[config.mk]
export PLATFORM = sky130hd
export DESIGN_NAME = nmea_rmc_sentence_parser_unit
export DESIGN_NICKNAME = d
export VERILOG_FILES = /design/src/hdl/rmcp_pkg.sv /design/src/hdl/rmcp_front.sv /design/src/hdl/rmcp_fifo.sv /design/src/hdl/rmcp_back.sv /design/src/hdl/nmea_rmc_sentence_parser_unit.sv
export SDC_FILE = /design/constraint.sdc
export NUM_CORES = 2
export LEC_CHECK = 0
export BUFFER_PORTS_ARGS = -buffer_cell sky130_fd_sc_hd__clkbuf_2
export CORE_MARGIN = 2
export CORE_UTILIZATION = 35
export DETAILED_ROUTE_END_ITERATION = 10
export HOLD_SLACK_MARGIN = 0.08
export PLACE_DENSITY = 0.61
export SYNTH_ARGS = -nofsm -noshare
export SYNTH_HDL_FRONTEND = slang
export SYNTH_SLANG_ARGS = --single-unit
[constraint.sdc]
create_clock -name clk_i -period 16.1 [get_ports clk_i]
set_input_delay 4.025 -clock clk_i [delete_from_list [all_inputs] [get_ports clk_i]]
set_output_delay 4.025 -clock clk_i [all_outputs]
set_load 0.005 [all_outputs]
[src/hdl/rmcp_pkg.sv]
// Shared types, constants and helper functions of the RMC sentence parser.
`default_nettype none
package rmcp_pkg;

  localparam int FRAC_W   = 20;
  localparam int IPART_W  = 17;
  localparam int PD_W     = 35;
  localparam int X_W      = 27;
  localparam int DEGM_W   = 30;
  localparam int P_W      = 54;
  localparam int MICRO_W  = 31;
  localparam int LAT_W    = 28;
  localparam int LON_W    = 29;
  localparam int RES_W    = 104;

  localparam logic [7:0] CH_LF    = 8'h0A;
  localparam logic [7:0] CH_COMMA = 8'h2C;
  localparam logic [7:0] CH_DOT   = 8'h2E;
  localparam logic [7:0] CH_0     = 8'h30;
  localparam logic [7:0] CH_9     = 8'h39;
  localparam logic [7:0] CH_A     = 8'h41;
  localparam logic [7:0] CH_S     = 8'h53;
  localparam logic [7:0] CH_W     = 8'h57;

  localparam logic [3:0] FLD_TIME   = 4'd1;
  localparam logic [3:0] FLD_STATUS = 4'd2;
  localparam logic [3:0] FLD_LAT    = 4'd3;
  localparam logic [3:0] FLD_NS     = 4'd4;
  localparam logic [3:0] FLD_LON    = 4'd5;
  localparam logic [3:0] FLD_EW     = 4'd6;
  localparam logic [3:0] FLD_DATE   = 4'd9;
  localparam logic [3:0] FLD_LAST   = 4'd15;

  localparam logic [0:0] CFG_ZONE_HOURS   = 1'b0;
  localparam logic [0:0] CFG_ZONE_MINUTES = 1'b1;
  localparam logic [4:0] ZONE_HOURS_RST   = 5'd5;
  localparam logic [5:0] ZONE_MINUTES_RST = 6'd30;

  localparam logic [IPART_W-1:0] IPART_MAX = 17'd99999;
  localparam logic [17:0]        DIV100_M  = 18'd167772;
  localparam logic [26:0]        DIV60_M   = 27'd71582788;
  localparam logic [MICRO_W-1:0] LAT_LIM   = 31'd90000000;
  localparam logic [MICRO_W-1:0] LON_LIM   = 31'd180000000;
  localparam logic [11:0]        YEAR_BASE = 12'd2000;

  typedef struct packed {
    logic [IPART_W-1:0] ipart;
    logic [FRAC_W-1:0]  frac;
    logic [2:0]         fcount;
    logic               dot;
    logic               stop;
  } coord_t;

  typedef struct packed {
    logic                time_ok;
    logic [5:0][3:0]     tdig;
    logic                status;
    logic                date_ok;
    logic [5:0][3:0]     ddig;
    logic [1:0]          hemi;
    coord_t [1:0]        crd;
  } line_rec_t;

  typedef struct packed {
    logic      push;
    line_rec_t rec;
  } fifo_wr_t;

  typedef struct packed {
    logic       busy;
    logic       emit;
  } bk_status_t;

  typedef struct packed {
    logic                    fix_valid;
    logic [4:0]              hour;
    logic [5:0]              minute;
    logic [5:0]              second;
    logic [5:0]              day;
    logic [3:0]              month;
    logic [11:0]             year;
    logic signed [LAT_W-1:0] latitude;
    logic signed [LON_W-1:0] longitude;
  } rmc_result_t;

  typedef enum logic [2:0] {
    BK_IDLE,
    BK_DIV,
    BK_SPLIT,
    BK_SCALE,
    BK_RECIP,
    BK_EMIT
  } bk_state_e;

  function automatic logic [FRAC_W-1:0] pow10(input logic [2:0] n);
    logic [FRAC_W-1:0] r;
    r = '0;
    case (n)
      3'd0: r = 20'd1;
      3'd1: r = 20'd10;
      3'd2: r = 20'd100;
      3'd3: r = 20'd1000;
      3'd4: r = 20'd10000;
      3'd5: r = 20'd100000;
      3'd6: r = 20'd1000000;
      default: r = '0;
    endcase
    return r;
  endfunction

  function automatic logic [7:0] hdr_char(input logic [2:0] idx);
    logic [7:0] r;
    r = 8'h00;
    case (idx)
      3'd0: r = 8'h24;
      3'd1: r = 8'h47;
      3'd2: r = 8'h50;
      3'd3: r = 8'h52;
      3'd4: r = 8'h4D;
      3'd5: r = 8'h43;
      default: r = 8'h00;
    endcase
    return r;
  endfunction

  function automatic logic is_digit(input logic [7:0] c);
    return (c >= CH_0) && (c <= CH_9);
  endfunction

  function automatic coord_t coord_feed(input coord_t a, input logic [7:0] c,
                                        input logic [2:0] fd);
    coord_t      r;
    logic [20:0] ip;
    logic [23:0] fr;
    r  = a;
    ip = '0;
    fr = '0;
    if (!a.stop) begin
      if (is_digit(c)) begin
        if (!a.dot) begin
          ip = 21'(a.ipart) * 21'd10 + 21'(c[3:0]);
          r.ipart = (ip > 21'(IPART_MAX)) ? IPART_MAX : ip[IPART_W-1:0];
        end else if (a.fcount < fd) begin
          fr = 24'(a.frac) * 24'd10 + 24'(c[3:0]);
          r.frac = fr[FRAC_W-1:0];
          r.fcount = a.fcount + 3'd1;
        end
      end else if (c == CH_DOT && !a.dot) begin
        r.dot = 1'b1;
      end else begin
        r.stop = 1'b1;
      end
    end
    return r;
  endfunction

endpackage
`default_nettype wire

[src/hdl/rmcp_front.sv]
// Byte front end: tracks line, header and field position and gathers field values.
`default_nettype none
module rmcp_front
  import rmcp_pkg::*;
#(
  parameter int LINE_LIMIT      = 128,
  parameter int FRACTION_DIGITS = 5
) (
  input  logic       clk_i,
  input  logic       rst_ni,
  input  logic       byte_valid_i,
  input  logic [7:0] byte_i,
  output logic       byte_ready_o,
  input  logic       full_i,
  output fifo_wr_t   wr_o
);

  localparam int LC_W = $clog2(LINE_LIMIT);
  localparam logic [LC_W-1:0] LC_STOP = LC_W'(LINE_LIMIT - 1);
  localparam logic [2:0]      FD      = 3'(FRACTION_DIGITS);

  logic [LC_W-1:0] line_count_q, line_count_d;
  logic [3:0]      field_number_q, field_number_d;
  logic [3:0]      field_char_q, field_char_d;
  logic [2:0]      hdr_prog_q, hdr_prog_d;
  logic            hdr_seen_q, hdr_seen_d;
  logic            status_q, status_d;
  logic            time_ok_q, time_ok_d;
  logic            date_ok_q, date_ok_d;
  logic [5:0][3:0] tdig_q, tdig_d;
  logic [5:0][3:0] ddig_q, ddig_d;
  logic [1:0]      hemi_q, hemi_d;
  coord_t [1:0]    crd_q, crd_d;

  logic       accept;
  logic       time_ok_fin;
  logic       date_ok_fin;
  logic [3:0] digit;

  assign byte_ready_o = !full_i;
  assign accept       = byte_valid_i && byte_ready_o;
  assign digit        = is_digit(byte_i) ? byte_i[3:0] : 4'd0;
  assign time_ok_fin  = (field_number_q == FLD_TIME) ? (field_char_q >= 4'd6) : time_ok_q;
  assign date_ok_fin  = (field_number_q == FLD_DATE) ? (field_char_q == 4'd6) : date_ok_q;

  always_comb begin
    wr_o.push         = accept && (byte_i == CH_LF) && hdr_seen_q;
    wr_o.rec.time_ok  = time_ok_fin;
    wr_o.rec.tdig     = tdig_q;
    wr_o.rec.status   = status_q;
    wr_o.rec.date_ok  = date_ok_fin;
    wr_o.rec.ddig     = ddig_q;
    wr_o.rec.hemi     = hemi_q;
    wr_o.rec.crd      = crd_q;
  end

  always_comb begin
    line_count_d   = line_count_q;
    field_number_d = field_number_q;
    field_char_d   = field_char_q;
    hdr_prog_d     = hdr_prog_q;
    hdr_seen_d     = hdr_seen_q;
    status_d       = status_q;
    time_ok_d      = time_ok_q;
    date_ok_d      = date_ok_q;
    tdig_d         = tdig_q;
    ddig_d         = ddig_q;
    hemi_d         = hemi_q;
    crd_d          = crd_q;
    if (accept) begin
      if (byte_i == CH_LF) begin
        line_count_d   = '0;
        field_number_d = '0;
        field_char_d   = '0;
        hdr_prog_d     = '0;
        hdr_seen_d     = 1'b0;
        status_d       = 1'b0;
        time_ok_d      = 1'b0;
        date_ok_d      = 1'b0;
        tdig_d         = '0;
        ddig_d         = '0;
        hemi_d         = '0;
        crd_d          = '0;
      end else if (line_count_q < LC_STOP) begin
        line_count_d = line_count_q + LC_W'(1);
        if ((line_count_q < LC_W'(6)) && (LC_W'(hdr_prog_q) == line_count_q) &&
            (byte_i == hdr_char(line_count_q[2:0]))) begin
          hdr_prog_d = hdr_prog_q + 3'd1;
          if (hdr_prog_q == 3'd5) begin
            hdr_seen_d = 1'b1;
          end
        end
        if (byte_i == CH_COMMA) begin
          time_ok_d    = time_ok_fin;
          date_ok_d    = date_ok_fin;
          field_char_d = '0;
          if (field_number_q < FLD_LAST) begin
            field_number_d = field_number_q + 4'd1;
          end
        end else begin
          case (field_number_q)
            FLD_TIME: begin
              if (field_char_q < 4'd6) begin
                tdig_d[field_char_q[2:0]] = digit;
              end
            end
            FLD_STATUS: begin
              if (field_char_q == 4'd0) begin
                status_d = (byte_i == CH_A);
              end
            end
            FLD_LAT: crd_d[0] = coord_feed(crd_q[0], byte_i, FD);
            FLD_NS: begin
              if (field_char_q == 4'd0 && byte_i == CH_S) begin
                hemi_d[0] = 1'b1;
              end
            end
            FLD_LON: crd_d[1] = coord_feed(crd_q[1], byte_i, FD);
            FLD_EW: begin
              if (field_char_q == 4'd0 && byte_i == CH_W) begin
                hemi_d[1] = 1'b1;
              end
            end
            FLD_DATE: begin
              if (field_char_q < 4'd6) begin
                ddig_d[field_char_q[2:0]] = digit;
              end
            end
            default: ;
          endcase
          if (field_char_q < FLD_LAST) begin
            field_char_d = field_char_q + 4'd1;
          end
        end
      end
    end
  end

  always_ff @(posedge clk_i or negedge rst_ni) begin
    if (!rst_ni) begin
      line_count_q   <= '0;
      field_number_q <= '0;
      field_char_q   <= '0;
      hdr_prog_q     <= '0;
      hdr_seen_q     <= 1'b0;
      status_q       <= 1'b0;
      time_ok_q      <= 1'b0;
      date_ok_q      <= 1'b0;
      tdig_q         <= '0;
      ddig_q         <= '0;
      hemi_q         <= '0;
      crd_q          <= '0;
    end else begin
      line_count_q   <= line_count_d;
      field_number_q <= field_number_d;
      field_char_q   <= field_char_d;
      hdr_prog_q     <= hdr_prog_d;
      hdr_seen_q     <= hdr_seen_d;
      status_q       <= status_d;
      time_ok_q      <= time_ok_d;
      date_ok_q      <= date_ok_d;
      tdig_q         <= tdig_d;
      ddig_q         <= ddig_d;
      hemi_q         <= hemi_d;
      crd_q          <= crd_d;
    end
  end

endmodule
`default_nettype wire

[src/hdl/rmcp_fifo.sv]
// Two-entry queue of finished line records between front end and back end.
`default_nettype none
module rmcp_fifo
  import rmcp_pkg::*;
(
  input  logic      clk_i,
  input  logic      rst_ni,
  input  fifo_wr_t  wr_i,
  input  logic      pop_i,
  output line_rec_t rec_o,
  output logic      empty_o,
  output logic      full_o
);

  line_rec_t  mem_q [2];
  logic       wr_ptr_q, rd_ptr_q;
  logic [1:0] count_q;

  assign empty_o = (count_q == 2'd0);
  assign full_o  = (count_q == 2'd2);
  assign rec_o   = mem_q[rd_ptr_q];

  always_ff @(posedge clk_i) begin
    if (wr_i.push) begin
      mem_q[wr_ptr_q] <= wr_i.rec;
    end
  end

  always_ff @(posedge clk_i or negedge rst_ni) begin
    if (!rst_ni) begin
      wr_ptr_q <= 1'b0;
      rd_ptr_q <= 1'b0;
      count_q  <= '0;
    end else begin
      if (wr_i.push) begin
        wr_ptr_q <= !wr_ptr_q;
      end
      if (pop_i) begin
        rd_ptr_q <= !rd_ptr_q;
      end
      count_q <= count_q + 2'(wr_i.push) - 2'(pop_i);
    end
  end

endmodule
`default_nettype wire

[src/hdl/rmcp_back.sv]
// Back end: coordinate conversion steps, held values, zone offset and output register.
`default_nettype none
module rmcp_back
  import rmcp_pkg::*;
#(
  parameter int FRACTION_DIGITS = 5
) (
  input  logic        clk_i,
  input  logic        rst_ni,
  input  logic [4:0]  zone_hours_i,
  input  logic [5:0]  zone_minutes_i,
  input  logic        empty_i,
  input  line_rec_t   rec_i,
  output logic        pop_o,
  input  logic        out_ready_i,
  output logic        out_valid_o,
  output rmc_result_t out_o,
  output bk_status_t  stat_o
);

  localparam logic [2:0]        FD      = 3'(FRACTION_DIGITS);
  localparam logic [FRAC_W-1:0] SCALE_K = pow10(3'(6 - FRACTION_DIGITS));

  bk_state_e state_q, state_d;

  line_rec_t            rec_q;
  logic [PD_W-1:0]      pd_q   [2];
  logic [FRAC_W-1:0]    fsc_q  [2];
  logic [9:0]           deg_q  [2];
  logic [6:0]           mm_q   [2];
  logic [X_W-1:0]       x_q    [2];
  logic [DEGM_W-1:0]    degm_q [2];
  logic [P_W-1:0]       p_q    [2];

  logic [4:0]  hh_q;
  logic [5:0]  hm_q, hs_q, hd_q;
  logic [3:0]  hmo_q;
  logic [6:0]  hyy_q;
  logic signed [LAT_W-1:0] hlat_q;
  logic signed [LON_W-1:0] hlon_q;

  logic        out_valid_q;
  rmc_result_t out_q;

  logic out_free;
  logic emit;

  logic [10:0] qe100 [2];
  logic [17:0] r100  [2];
  logic [2*FRAC_W-1:0] fprod [2];
  logic [21:0]  qe60  [2];
  logic [27:0]  r60   [2];
  logic [21:0]  q60   [2];
  logic [MICRO_W-1:0] micro [2];
  logic [MICRO_W-1:0] msat  [2];
  logic [LON_W-1:0]   sval  [2];

  logic [6:0]  t_h, t_m, t_s, d_d, d_mo, d_yy;
  logic [4:0]  n_h;
  logic [5:0]  n_m, n_s, n_d;
  logic [3:0]  n_mo;
  logic [6:0]  n_yy;
  logic [4:0]  zh;
  logic [5:0]  zm;
  logic [5:0]  hsum;
  logic [6:0]  msum;
  logic [5:0]  dsum;

  assign out_free    = !out_valid_q || out_ready_i;
  assign out_valid_o = out_valid_q;
  assign out_o       = out_q;

  always_comb begin
    state_d = state_q;
    unique case (state_q)
      BK_IDLE:  if (!empty_i) state_d = BK_DIV;
      BK_DIV:   state_d = BK_SPLIT;
      BK_SPLIT: state_d = BK_SCALE;
      BK_SCALE: state_d = BK_RECIP;
      BK_RECIP: state_d = BK_EMIT;
      BK_EMIT:  if (out_free) state_d = BK_IDLE;
      default:  state_d = BK_IDLE;
    endcase
  end

  always_comb begin
    pop_o       = 1'b0;
    emit        = 1'b0;
    stat_o.busy = 1'b1;
    unique case (state_q)
      BK_IDLE: begin
        pop_o       = !empty_i;
        stat_o.busy = 1'b0;
      end
      BK_EMIT: emit = out_free;
      default: ;
    endcase
    stat_o.emit = emit;
  end

  always_comb begin
    for (int i = 0; i < 2; i++) begin
      fprod[i] = 40'(rec_q.crd[i].frac) * 40'(pow10(FD - rec_q.crd[i].fcount));
      qe100[i] = pd_q[i][PD_W-1:24];
      r100[i]  = 18'(rec_q.crd[i].ipart) - 18'(qe100[i]) * 18'd100;
      qe60[i]  = p_q[i][P_W-1:32];
      r60[i]   = 28'(x_q[i]) - 28'(qe60[i]) * 28'd60;
      q60[i]   = (r60[i] >= 28'd60) ? (qe60[i] + 22'd1) : qe60[i];
      micro[i] = MICRO_W'(degm_q[i]) + MICRO_W'(q60[i]);
    end
    msat[0] = (micro[0] > LAT_LIM) ? LAT_LIM : micro[0];
    msat[1] = (micro[1] > LON_LIM) ? LON_LIM : micro[1];
    for (int i = 0; i < 2; i++) begin
      sval[i] = rec_q.hemi[i] ? (LON_W'(0) - LON_W'(msat[i])) : LON_W'(msat[i]);
    end
  end

  always_comb begin
    t_h  = 7'(rec_q.tdig[0]) * 7'd10 + 7'(rec_q.tdig[1]);
    t_m  = 7'(rec_q.tdig[2]) * 7'd10 + 7'(rec_q.tdig[3]);
    t_s  = 7'(rec_q.tdig[4]) * 7'd10 + 7'(rec_q.tdig[5]);
    d_d  = 7'(rec_q.ddig[0]) * 7'd10 + 7'(rec_q.ddig[1]);
    d_mo = 7'(rec_q.ddig[2]) * 7'd10 + 7'(rec_q.ddig[3]);
    d_yy = 7'(rec_q.ddig[4]) * 7'd10 + 7'(rec_q.ddig[5]);
    n_h  = hh_q;
    n_m  = hm_q;
    n_s  = hs_q;
    n_d  = hd_q;
    n_mo = hmo_q;
    n_yy = hyy_q;
    if (rec_q.time_ok) begin
      n_h = (t_h > 7'd23) ? 5'd23 : t_h[4:0];
      n_m = (t_m > 7'd59) ? 6'd59 : t_m[5:0];
      n_s = (t_s > 7'd59) ? 6'd59 : t_s[5:0];
    end
    if (rec_q.status && rec_q.date_ok) begin
      n_d  = (d_d > 7'd31) ? 6'd31 : d_d[5:0];
      n_mo = (d_mo > 7'd12) ? 4'd12 : d_mo[3:0];
      n_yy = d_yy;
    end
    zh   = (zone_hours_i > 5'd23) ? 5'd23 : zone_hours_i;
    zm   = (zone_minutes_i > 6'd59) ? 6'd59 : zone_minutes_i;
    hsum = 6'(n_h);
    msum = 7'(n_m);
    dsum = n_d;
    if (rec_q.status) begin
      hsum = 6'(n_h) + 6'(zh);
      msum = 7'(n_m) + 7'(zm);
      if (msum >= 7'd60) begin
        msum = msum - 7'd60;
        hsum = hsum + 6'd1;
      end
      if (hsum >= 6'd24) begin
        hsum = hsum - 6'd24;
        dsum = n_d + 6'd1;
      end
    end
  end

  always_ff @(posedge clk_i) begin
    unique case (state_q)
      BK_IDLE: begin
        if (!empty_i) begin
          rec_q <= rec_i;
        end
      end
      BK_DIV: begin
        for (int i = 0; i < 2; i++) begin
          pd_q[i]  <= PD_W'(rec_q.crd[i].ipart) * PD_W'(DIV100_M);
          fsc_q[i] <= fprod[i][FRAC_W-1:0];
        end
      end
      BK_SPLIT: begin
        for (int i = 0; i < 2; i++) begin
          if (r100[i] >= 18'd100) begin
            deg_q[i] <= 10'(qe100[i] + 11'd1);
            mm_q[i]  <= 7'(r100[i] - 18'd100);
          end else begin
            deg_q[i] <= qe100[i][9:0];
            mm_q[i]  <= r100[i][6:0];
          end
        end
      end
      BK_SCALE: begin
        for (int i = 0; i < 2; i++) begin
          x_q[i]    <= X_W'(mm_q[i]) * X_W'(1000000) + X_W'(fsc_q[i]) * X_W'(SCALE_K)
                       + X_W'(30);
          degm_q[i] <= DEGM_W'(deg_q[i]) * DEGM_W'(1000000);
        end
      end
      BK_RECIP: begin
        for (int i = 0; i < 2; i++) begin
          p_q[i] <= P_W'(x_q[i]) * P_W'(DIV60_M);
        end
      end
      BK_EMIT: begin
        if (out_free) begin
          out_q.fix_valid <= rec_q.status;
          out_q.hour      <= hsum[4:0];
          out_q.minute    <= msum[5:0];
          out_q.second    <= n_s;
          out_q.day       <= dsum;
          out_q.month     <= n_mo;
          out_q.year      <= YEAR_BASE + 12'(n_yy);
          if (rec_q.status) begin
            out_q.latitude  <= sval[0][LAT_W-1:0];
            out_q.longitude <= sval[1];
          end else begin
            out_q.latitude  <= hlat_q;
            out_q.longitude <= hlon_q;
          end
        end
      end
      default: ;
    endcase
  end

  always_ff @(posedge clk_i or negedge rst_ni) begin
    if (!rst_ni) begin
      state_q     <= BK_IDLE;
      out_valid_q <= 1'b0;
      hh_q        <= '0;
      hm_q        <= '0;
      hs_q        <= '0;
      hd_q        <= '0;
      hmo_q       <= '0;
      hyy_q       <= '0;
      hlat_q      <= '0;
      hlon_q      <= '0;
    end else begin
      state_q <= state_d;
      if (emit) begin
        out_valid_q <= 1'b1;
        hh_q        <= n_h;
        hm_q        <= n_m;
        hs_q        <= n_s;
        hd_q        <= n_d;
        hmo_q       <= n_mo;
        hyy_q       <= n_yy;
        if (rec_q.status) begin
          hlat_q <= sval[0][LAT_W-1:0];
          hlon_q <= sval[1];
        end
      end else if (out_ready_i) begin
        out_valid_q <= 1'b0;
      end
    end
  end

endmodule
`default_nettype wire

[src/hdl/nmea_rmc_sentence_parser_unit.sv]
// RMC sentence parser top level: configuration registers, front end, queue, back end.
//
// Usage: received bytes enter on the s_axis channel, one byte per transfer; a
// line ends at byte 0x0A. Each line that starts with "$GPRMC" yields one result
// transfer on the m_axis channel when its newline arrives; other lines yield
// nothing. Fields are taken by position; the checksum is not checked.
// Throughput: one byte per cycle while the queue is not full. Each RMC line
// is handed to the back end through a two-entry queue; the back end takes each
// line through one load step, four fixed coordinate steps and one emit step,
// which registers the result when m_axis is free. An RMC line has at least
// seven bytes, so s_axis_tready stays high while m_axis is free.
// A stalled receiver holds the result in the output register; the back end
// then waits, the queue fills, and s_axis_tready drops once two lines wait.
// Reset clears the line state, the held time, date and position (giving
// 00:00:00, day 0, month 0, year 2000, position 0) and loads zone offset
// 5 h 30 min. Write zone registers through cfg_* only while idle.
`default_nettype none
module nmea_rmc_sentence_parser_unit
  import rmcp_pkg::*;
#(
  parameter int LINE_LIMIT      = 128,
  parameter int FRACTION_DIGITS = 5
) (
  input  logic             clk_i,
  input  logic             rst_ni,
  input  logic             s_axis_tvalid_i,
  output logic             s_axis_tready_o,
  input  logic [7:0]       s_axis_tdata_i,   // [7:0] rx_byte
  output logic             m_axis_tvalid_o,
  input  logic             m_axis_tready_i,
  // [0] fix_valid, [5:1] hour, [11:6] minute, [17:12] second, [23:18] day,
  // [27:24] month, [39:28] year, [67:40] latitude, [96:68] longitude, zero pad
  output logic [RES_W-1:0] m_axis_tdata_o,
  input  logic             cfg_we_i,
  input  logic [0:0]       cfg_idx_i,
  input  logic [5:0]       cfg_data_i
);

  logic [4:0] zone_hours_q;
  logic [5:0] zone_minutes_q;

  fifo_wr_t    fwr;
  line_rec_t   frec;
  logic        fifo_empty, fifo_full, fifo_pop;
  rmc_result_t res;
  bk_status_t  bk_stat;

  always_ff @(posedge clk_i or negedge rst_ni) begin
    if (!rst_ni) begin
      zone_hours_q   <= ZONE_HOURS_RST;
      zone_minutes_q <= ZONE_MINUTES_RST;
    end else if (cfg_we_i) begin
      case (cfg_idx_i)
        CFG_ZONE_HOURS:   zone_hours_q   <= cfg_data_i[4:0];
        CFG_ZONE_MINUTES: zone_minutes_q <= cfg_data_i;
        default: ;
      endcase
    end
  end

  rmcp_front #(
    .LINE_LIMIT      (LINE_LIMIT),
    .FRACTION_DIGITS (FRACTION_DIGITS)
  ) u_front (
    .clk_i        (clk_i),
    .rst_ni       (rst_ni),
    .byte_valid_i (s_axis_tvalid_i),
    .byte_i       (s_axis_tdata_i),
    .byte_ready_o (s_axis_tready_o),
    .full_i       (fifo_full),
    .wr_o         (fwr)
  );

  rmcp_fifo u_fifo (
    .clk_i   (clk_i),
    .rst_ni  (rst_ni),
    .wr_i    (fwr),
    .pop_i   (fifo_pop),
    .rec_o   (frec),
    .empty_o (fifo_empty),
    .full_o  (fifo_full)
  );

  rmcp_back #(
    .FRACTION_DIGITS (FRACTION_DIGITS)
  ) u_back (
    .clk_i          (clk_i),
    .rst_ni         (rst_ni),
    .zone_hours_i   (zone_hours_q),
    .zone_minutes_i (zone_minutes_q),
    .empty_i        (fifo_empty),
    .rec_i          (frec),
    .pop_o          (fifo_pop),
    .out_ready_i    (m_axis_tready_i),
    .out_valid_o    (m_axis_tvalid_o),
    .out_o          (res),
    .stat_o         (bk_stat)
  );

  assign m_axis_tdata_o = {7'd0, res.longitude, res.latitude, res.year, res.month, res.day,
                           res.second, res.minute, res.hour, res.fix_valid};

  a_no_overflow: assert property (@(posedge clk_i) disable iff (!rst_ni)
    fifo_full |-> !fwr.push)
    else $error("queue written while full");

  a_push_on_newline: assert property (@(posedge clk_i) disable iff (!rst_ni)
    fwr.push |-> (s_axis_tvalid_i && s_axis_tdata_i == CH_LF))
    else $error("record queued without a newline transfer");

  a_result_from_emit: assert property (@(posedge clk_i) disable iff (!rst_ni)
    $rose(m_axis_tvalid_o) |-> $past(bk_stat.emit))
    else $error("result shown without an emit step");

  a_pop_when_idle: assert property (@(posedge clk_i) disable iff (!rst_ni)
    fifo_pop |-> (!fifo_empty && !bk_stat.busy))
    else $error("queue popped while back end busy or queue empty");

endmodule
`default_nettype wire

==> results_dict.tcl <==
set metrics [dict create \
    area_growth_pct 8.91 \
    drc 0 \
    drv_cap 0 \
    rsz0062_at_grt "false" \
    die_h_um 542 \
    grt_use_total_pct 15.2 \
    fin_area_um2 110000 \
    slew_headroom_pct 21.9 \
    ys_ff_latch 1000 \
    synth_edf_count 734 \
    placedCellCount 13600 \
    finish.utilization_pct 38.3 \
    ys.flop_type "edfxtp_1" \
    synth.avg_cell_area_um2 10.3 \
    startpoint_type "register" \
    wl_per_cell_um 16.0 \
    yosys.area.top_type "edfxtp_1" \
    maxSlewViolCount 0 \
    worstMarginPinSlew_ns 1.17 \
    layout.cells.most_common "ha_1" \
    postRouteAntennaNets 0 \
    nNetsFinal 12400 \
    finalClockSkew_ns 0.115 \
    crit_fanout 11 \
    drive_above_1_share_pct 6.50 \
    final_cells 13800 \
    synthCells 9802 \
    top_level_ports 126 \
    status "finished clean" \
    hpwl_mm 176 \
    crit_path_frequent_cell "o21ai_0" \
    grt-ovfl-total 0 \
    critical_path_class "reg2reg" \
    dpl_cell_area_um2 106000 \
    die-area_um2 293000 \
    fin_crit_sh_pct 92.6 \
    ys_warn_count 0 \
    cts_buffer_depth 3 \
    via_count 67500 \
    cts_tree "built" \
    clock-sinks 1000 \
    cts.clk_slew.worst_paths_ns 0.07 \
    cp.arrival_ns 15.43 \
    avgViaCountPerCell 4.90 \
    port-buffer-count 118 \
    yosys.area.top_type_share_pct 21.8 \
    fill_cells 28200 \
    worst_path_max_delay_cell "or4_1" \
    grt_max_degree 136 \
    floorplan.initialDensity_pct 35.1 \
    cts_root_buffer "clkbuf_16" \
    gp_congestion 0.878 \
    antenna_found_initial 10 \
    cp-end-kind "register" \
    drt-total-wl_mm 220 \
    slowest_delay_ns 0.57 \
    holdCritPathClass "reg2reg" \
    cts-buffers-inserted 111 \
    synth_seq_area_share_pct 28.4 \
    netlist_area_um2 101000 \
    core_area_um2 288000 \
    layout_min_cycle_time_ns 14.91 \
    ys_types 94 \
    synth.area.top_cells "edfxtp_1 (22%), ha_1 (20%), fa_1 (16%)" \
    htreeDepth 3 \
    clk_latency_ns 0.82 \
    drt_iter0_markers 3858 \
    async_reset_ff_share_pct 26.6 \
    dr.pass1.iters 6 \
    crit_required_ns 16.62 \
    grt_pass1_wl_mm 364 \
    fmax_mhz 67.1 \
    final.setup.tns_ns 0 \
    grt_pass1_vias 68200 \
    final_cell_mix "ha_1 (1655), inv_1 (1504), fa_1 (826), edfxtp_1 (734), nand2_1 (691)" \
    hold_viol 0 \
    die_w_um 542 \
    setup_viol 0 \
    rows 197 \
]
per-layer routing:
layer | track usage [%] | routed length (µm) | vias up
li1 | - | - | 33800
met1 | 21.8 | 108000 | 32300
met2 | 24.4 | 98500 | 1082
met3 | 1.92 | 9420 | 259
met4 | 3.59 | 4490 | 6
met5 | 0 | 41 | -
worst max-delay path, delay by kind of cell (launching register included):
kind	cells	cell delay, ns
flops	1	0.52
buf+inv	3	0.38
fa+ha+maj	6	2.28
compound gates	23	5.09
xor+xnor	3	0.38
simple gates	25	6.01
layout make-up:
class	instances	area (µm²)	share of cell area [%]
sequential	1000	28700	26.1
clock inverter	65	761	0.691
inverter	1506	5660	5.13
tap	3781	4730	4.29
multi-input combinational	7081	66000	59.9
clock buffer	145	3130	2.84
antenna	4	10.0	0.00909
timing repair buffer	187	1140	1.04
path summary, 6_finish.rpt:
check | startpoint | end | slack, ns | cells past startpoint
max | u_back.p_q[0][33] | u_back.out_o[49] | 1.19 | 60
min | u_front.wr_o[115] | u_fifo.mem_q[1][115] | 0.47 | 0
max reg2reg | u_back.p_q[0][33] | u_back.out_o[49] | 1.19 | 60
min reg2reg | u_front.wr_o[115] | u_fifo.mem_q[1][115] | 0.47 | 0
max in group asynchronous | rst_ni | u_fifo.rd_ptr_q | 10.70 | 3
min in group asynchronous | rst_ni | u_back.hs_q[4] | 3.19 | 1
stage by stage:
step / worst slack [ns] / hold slack, ns
final: 1.19 / 0.469
after global routing: 0.0414 / 0.483
after CTS: 0.918 / 0.470
after detailed placement: 1.00 / 0.454
after global placement: 1.05 / 0.450
after floorplan: 0.458 / 0.424
registers in the layout, indices dropped and copies added, names as in the netlist, 20 cells and up:
signal         flops
u_back.out_o      95
u_fifo.mem_q     266
u_back.pd_q       22
u_back.hlon_q     29
u_back.hlat_q     28
u_back.p_q        44
u_back.x_q        52
u_back.degm_q     48
u_back.deg_q      20
u_back.fsc_q      40
u_front.wr_o     132
u_back.rec_q     133
logic make-up after synthesis:
kind of cell	Yosys count	share of synthesized area [%]
fa+ha+maj	2481	36.8
simple gates	2089	9.99
flops	1000	28.4
mux	216	2.36
xor+xnor	651	5.64
buf+inv	1727	6.45
other cells	1	0.00371
compound gates	1637	10.4
synth_stat cells, types with 39 or more instances:
cell and instances:
fa_1 826, nor2_1 420, ha_1 1655, nor2b_1 86, a21oi_1 453, a22o_1 57
nor3_1 159, clkbuf_1 201, o21ai_0 406, nand3_1 144, xor2_1 192, a21o_1 123
nand4_1 58, mux2_2 182, nand2_1 693, xnor2_1 459, o21a_1 70, o21bai_1 69
inv_1 1505, a31oi_1 58, and2_1 172, and3_1 74, edfxtp_1 734, nand2b_1 80
a21boi_0 39, dfrtp_1 260
repair_timing:
item | CTS | global route
setup endpoints to repair | 0 | 8
gates resized for setup | 0 | 3
hold buffers | 0 | 0
setup buffers | 0 | 5
Power is left out: the tool's default activity adds up to more than one toggle a clock period on the data nets, which glitch-free logic cannot reach.
